$ cat config.mk
export PLATFORM = sky130hd
export DESIGN_NAME = bmf_mean_pipe_flat
export DESIGN_NICKNAME = d
export VERILOG_FILES = /design/src/rtl/bmf_pkg.sv /design/src/rtl/bmf_if.sv /design/src/rtl/bmf_mean_pipe.sv /design/src/flat_wrapper.sv
export SDC_FILE = /design/constraint.sdc
export NUM_CORES = 1
export LEC_CHECK = 0
export BUFFER_PORTS_ARGS = -buffer_cell sky130_fd_sc_hd__buf_2
export CAP_MARGIN = 20
export CORE_UTILIZATION = 52
export CTS_CLUSTER_SIZE = 14
export DETAILED_ROUTE_END_ITERATION = 12
export PLACE_DENSITY = 0.83
export SETUP_SLACK_MARGIN = 0.1
export SLEW_MARGIN = 25
export SYNTH_ARGS = -nofsm -noshare
export SYNTH_HDL_FRONTEND = slang
export SYNTH_SLANG_ARGS = --single-unit
$ cat constraint.sdc
create_clock -name clock -period 5.6 [get_ports clock]
set_clock_uncertainty 0.15 [all_clocks]
set_input_delay 0.56 -clock clock [delete_from_list [all_inputs] [get_ports clock]]
set_output_delay 0.56 -clock clock [all_outputs]
set_load 0.02 [all_outputs]
$ cat src/rtl/bmf_pkg.sv
// Shared constants, types and helper function of the 3x3 box mean filter.
package bmf_pkg;

   // Pixel and channel geometry
   localparam int CH_W    = 8;
   localparam int NUM_CH  = 3;
   localparam int PIX_W   = CH_W * NUM_CH;
   localparam int WIN_N   = 9;
   localparam int COORD_W = 11;

   // Configuration port
   localparam int CFG_W     = 12;
   localparam int CSR_IDX_W = 4;
   localparam logic [CSR_IDX_W-1:0] REG_IMAGE_WIDTH  = CSR_IDX_W'(0);
   localparam logic [CSR_IDX_W-1:0] REG_IMAGE_HEIGHT = CSR_IDX_W'(1);

   // Frame limits and reset geometry
   localparam int MAX_WIDTH_DEF = 2048;
   localparam int MAX_HEIGHT    = 2048;
   localparam int MIN_DIM       = 3;
   localparam int WIDTH_RESET   = 640;
   localparam int HEIGHT_RESET  = 480;

   // Window sum and divide by nine through a reciprocal
   localparam int SUM_W       = 12;
   localparam int RECIP_W     = 13;
   localparam int RECIP_SHIFT = 16;
   localparam logic [RECIP_W-1:0] RECIP9 = RECIP_W'(7282);

   typedef logic [PIX_W-1:0] pix_type;
   // Window entry index is row*3 + col, column 2 newest, row 2 current line
   typedef logic [WIN_N-1:0][PIX_W-1:0] win_type;

   typedef struct packed {
      logic [COORD_W-1:0] row;
      logic [COORD_W-1:0] col;
      logic               frame_end;
   } meta_type;

   // floor(sum / 9) for sums below 2304; reciprocal error stays under one ninth
   function automatic logic [CH_W-1:0] div9(input logic [SUM_W-1:0] sum);
      logic [SUM_W+RECIP_W-1:0] prod;
      prod = SUM_W'(sum) * RECIP9;
      return prod[RECIP_SHIFT +: CH_W];
   endfunction

endpackage

$ cat src/rtl/bmf_if.sv


interface bmf_rsp_if import bmf_pkg::*; ();
   logic               valid;
   logic               ready;
   logic [CH_W-1:0]    mean0;
   logic [CH_W-1:0]    mean1;
   logic [CH_W-1:0]    mean2;
   logic [COORD_W-1:0] centre_row;
   logic [COORD_W-1:0] centre_col;
   logic               frame_end;

   modport source (output valid, mean0, mean1, mean2, centre_row, centre_col, frame_end,
                   input ready);
   modport sink   (input valid, mean0, mean1, mean2, centre_row, centre_col, frame_end,
                   output ready);
endinterface


$ cat src/rtl/bmf_mean_pipe.sv
// Window sum stage and divide by nine into the output register of the box mean filter.
module bmf_mean_pipe import bmf_pkg::*; (
   input  logic         clock,
   input  logic         reset,
   input  logic         win_valid,
   output logic         win_ready,
   input  win_type      win,
   input  meta_type     win_meta,
   bmf_rsp_if.source    rsp
);

   logic                        s_valid_ff, s_valid_in;
   logic [NUM_CH-1:0][SUM_W-1:0] s_sum_ff, s_sum_in;
   meta_type                    s_meta_ff;
   logic                        o_valid_ff, o_valid_in;
   logic [NUM_CH-1:0][CH_W-1:0] o_mean_ff;
   meta_type                    o_meta_ff;
   logic                        adv_out;

   // Stage handshakes: each register moves when the next one is free or draining
   assign adv_out   = !o_valid_ff || rsp.ready;
   assign win_ready = !s_valid_ff || adv_out;

   assign s_valid_in = win_ready ? win_valid : s_valid_ff;
   assign o_valid_in = adv_out ? s_valid_ff : o_valid_ff;

   // Nine-pixel sum per channel
   always_comb begin
      for (int ch = 0; ch < NUM_CH; ch++) begin
         s_sum_in[ch] = '0;
         for (int k = 0; k < WIN_N; k++) begin
            s_sum_in[ch] = s_sum_in[ch] + SUM_W'(win[k][ch*CH_W +: CH_W]);
         end
      end
   end

   always_ff @(posedge clock) begin
      if (reset) begin
         s_valid_ff <= 1'b0;
         o_valid_ff <= 1'b0;
      end else begin
         s_valid_ff <= s_valid_in;
         o_valid_ff <= o_valid_in;
      end
   end

   // Sum register
   always_ff @(posedge clock) begin
      if (win_ready && win_valid) begin
         s_sum_ff  <= s_sum_in;
         s_meta_ff <= win_meta;
      end
   end

   // Divide by nine into the output register
   always_ff @(posedge clock) begin
      if (adv_out && s_valid_ff) begin
         for (int ch = 0; ch < NUM_CH; ch++) begin
            o_mean_ff[ch] <= div9(s_sum_ff[ch]);
         end
         o_meta_ff <= s_meta_ff;
      end
   end

   assign rsp.valid      = o_valid_ff;
   assign rsp.mean0      = o_mean_ff[0];
   assign rsp.mean1      = o_mean_ff[1];
   assign rsp.mean2      = o_mean_ff[2];
   assign rsp.centre_row = o_meta_ff.row;
   assign rsp.centre_col = o_meta_ff.col;
   assign rsp.frame_end  = o_meta_ff.frame_end;

endmodule
$ cat src/flat_wrapper.sv
// flat-port wrapper written by rule: the top's interface ports become plain ports
module bmf_mean_pipe_flat import bmf_pkg::*;
  (clock, reset, win_valid, win_ready, win, win_meta, rsp_valid, rsp_mean0, rsp_mean1, rsp_mean2, rsp_centre_row, rsp_centre_col, rsp_frame_end, rsp_ready);
  bmf_rsp_if rsp_i ();
  input  logic clock;
  input  logic reset;
  input  logic win_valid;
  output logic win_ready;
  input  win_type win;
  input  meta_type win_meta;
  output wire logic [$bits(rsp_i.valid)-1:0] rsp_valid;
  output wire logic [$bits(rsp_i.mean0)-1:0] rsp_mean0;
  output wire logic [$bits(rsp_i.mean1)-1:0] rsp_mean1;
  output wire logic [$bits(rsp_i.mean2)-1:0] rsp_mean2;
  output wire logic [$bits(rsp_i.centre_row)-1:0] rsp_centre_row;
  output wire logic [$bits(rsp_i.centre_col)-1:0] rsp_centre_col;
  output wire logic [$bits(rsp_i.frame_end)-1:0] rsp_frame_end;
  input wire logic [$bits(rsp_i.ready)-1:0] rsp_ready;
  assign rsp_valid = rsp_i.valid;
  assign rsp_mean0 = rsp_i.mean0;
  assign rsp_mean1 = rsp_i.mean1;
  assign rsp_mean2 = rsp_i.mean2;
  assign rsp_centre_row = rsp_i.centre_row;
  assign rsp_centre_col = rsp_i.centre_col;
  assign rsp_frame_end = rsp_i.frame_end;
  assign rsp_i.ready = rsp_ready;
  bmf_mean_pipe u_core (.clock(clock), .reset(reset), .win_valid(win_valid), .win_ready(win_ready), .win(win), .win_meta(win_meta), .rsp(rsp_i));
endmodule
==> run metrics <==
status=finished clean; Worst setup endpoint=u_core.s_sum_ff[35]; post-synthesis sequential area ratio=0.223; Period minus WS final=5260 ps; CTS tree=yes; drt first pass iters=6; Slew @ Worst Pin=831 ps; worst path cell trace=buf_2, ha_1, inv_1, fa_1, nor2b_1, o21ai_0, a21boi_1, nor2_1, fa_1, inv_1, fa_1, fa_1, fa_1, inv_1, ha_1, a21oi_1, o21bai_1, a21oi_1, o21ai_0, a21oi_1, nor2b_1; ys flop type=edfxtp_1; DR vias=9445; clock sinks=108; Synth Area in XOR/XNOR=0.0431; fin cells=1937; EDFF count, synth=106; drt wl/cell=13.6 um; post-DP HPWL=23.6 mm; unrepaired setup endpoints after global routing=true; flops & latches, synth=108; row cnt=60; fmax=190 MHz; DRC Markers=0; clk_lat worst skew=360 ps; nets=2295; Netlist cell types=42; Die Wd=169 um; Setup CP Type=in -> reg; Core Box Area=27100 um^2; Syn Area/Cell=11.5 um^2; Die H=169 um; vias in the first global route=10252; crit path capture type=flip-flop; Yosys warnings=0; final period utilization=0.939; initial antenna violation count=0; clock-pin slew on the worst setup and hold paths=80 ps; post-synthesis mux area share=0; CP max stage cell=fa_1; most frequent cells in the layout=378 x inv_1, 291 x buf_2, 258 x ha_1; DR iter-0 viols=287; Final GP Congestion=0.904; setup slack, reg-to-reg=490 ps; complex-gate fraction of the synthesized area=0.0635; vias per cell=4.88; simple-gate share of the synthesized area=0.0239; PortBufs=291; Hold Path Class=in -> reg; CP top delay family=adder cells; n_diodes=0; total CTS buffers=9; critical path peak fanout=3; Synthesized Nets=1991; pin count of the biggest net entering global routing=60; Synth Area in Adders=0.548; CP Launch Type=input port; Slew headroom=0.446; largest family of logic cells by synthesized area=adder cells; Final setup viols=0; Total GRT Usage=0.198; Synth async-reset ratio=0; FF-to-FF Start=u_core.s_sum_ff[19]; post-route ant nets=0; Placed Instances=1921; Starting Density=0.533; Final Max Tran Viols=0; Hold Vio Cnt, Final=0; clk buf depth=2; Crit path top cell by count=fa_1; Gate Count Post-Synth=1256; CP startpoint=win[16]; Routed WL=26.3 mm; reg2reg path depth=14; synthesis-to-layout area growth=15.6%; Root Buffer=clkbuf_16; commonest non-fill, non-tap cell in the layout=inv_1; fraction of layout instances using a drive strength above 1=0.207; critical path arrival=5210 ps; CTS Hold Bufs=0; first-pass GRT wire length=45.3 mm; reg-to-reg critical path endpoint=u_core.rsp.mean1[4]; stages on the worst setup path=21; Worst Path Required=5550 ps; number of max-cap violations=0; WP buf/inv=4; htree depth=3; global route overflow=0; die area=28400 um^2; mapped cell area=14400 um^2; IO Count=292; Worst path max stage delay=540 ps
## synthesized netlist by cell type (all sizes together), types with 3 or more instances
library cell  count  area, um^2
o21ai            28         148
inv             378        1420
nand2b            4        25.0
and3              4        25.0
a21o             26         195
nor3              4        20.0
xnor2            48         420
nand2            18        67.6
o211ai            3        27.5
a31oi             3        33.8
nor2             20        75.1
ha              258        3230
o21bai            8        60.1
o21a              7        52.6
edfxtp          106        3180
nand4             6        37.5
xor2             23         201
a21oi            48         252
nor2b             8        50.1
fa              234        4680
## cell families after synthesis
kind of cell,Yosys count
adder cells (fa/ha/maj),492
XOR/XNOR,71
AO/OA/AOI/OAI,138
AND/OR/NAND/NOR,69
flip-flops,108
buffers and inverters,378
## worst min path at each step
stage | from | to | cells after the start
final | win_meta[17] | u_core.s_meta_ff[17] | 1
after global routing | win_meta[17] | u_core.s_meta_ff[17] | 1
after CTS | win_meta[17] | u_core.s_meta_ff[17] | 1
after detailed placement | u_core.s_meta_ff[4] | u_core.rsp.centre_col[3] | 0
after global placement | u_core.s_meta_ff[0] | u_core.rsp.frame_end | 0
after floorplan | u_core.s_meta_ff[1] | u_core.rsp.centre_col[0] | 0
## per-stage QoR
| stage | util | instance area, um^2 | hold slack, ps | setup TNS, ps | setup WS [ps] |
|---|---|---|---|---|---|
| detailed placement | 0.605 | 16400 | 255 | -152 | -82.2 |
| floorplan | - | 14400 | 250 | 0 | 270 |
| finish | 0.616 | 16700 | 221 | 0 | 343 |
| global placement | 0.605 | 16400 | 252 | 0 | 63.9 |
| CTS | 0.616 | 16700 | 207 | 0 | 284 |
| global route | 0.616 | 16700 | 209 | 0 | 58.9 |
## sequential cells by signal, indices dropped and copies added, names as in the netlist, 8 cells and up
| register | cells |
|---|---|
| u_core.s_sum_ff | 36 |
| u_core.s_meta_ff | 23 |
| u_core.rsp.centre_col | 11 |
| u_core.rsp.centre_row | 11 |
| u_core.rsp.mean0 | 8 |
| u_core.rsp.mean1 | 8 |
| u_core.rsp.mean2 | 8 |
## metal layers
layer	GRT usage	vias to the layer above	wire, um
li1	-	4564	-
met2	0.373	214	14200
met5	0	-	0
met3	0.0208	32	863
met1	0.242	4635	10800
met4	0.0466	0	401
## layout make-up
cell class                      count  area [um^2]
Timing Repair Buffer              293         1470
Multi-Input combinational cell    770         9810
Sequential cell                   108         3220
Inverter                          378         1420
Clock inverter                      7         75.1
Clock buffer                        9          225
Tap cell                          372          465
Fill cell                        2119        10400
## what timing repair did
action,in CTS,in global routing
endpoints found under the setup margin,0,6
setup buffers,0,0
hold endpoints to repair,0,0
resized for setup,0,4
Power is left out: the tool's default activity adds up to more than one toggle a clock period on the data nets, which glitch-free logic cannot reach.
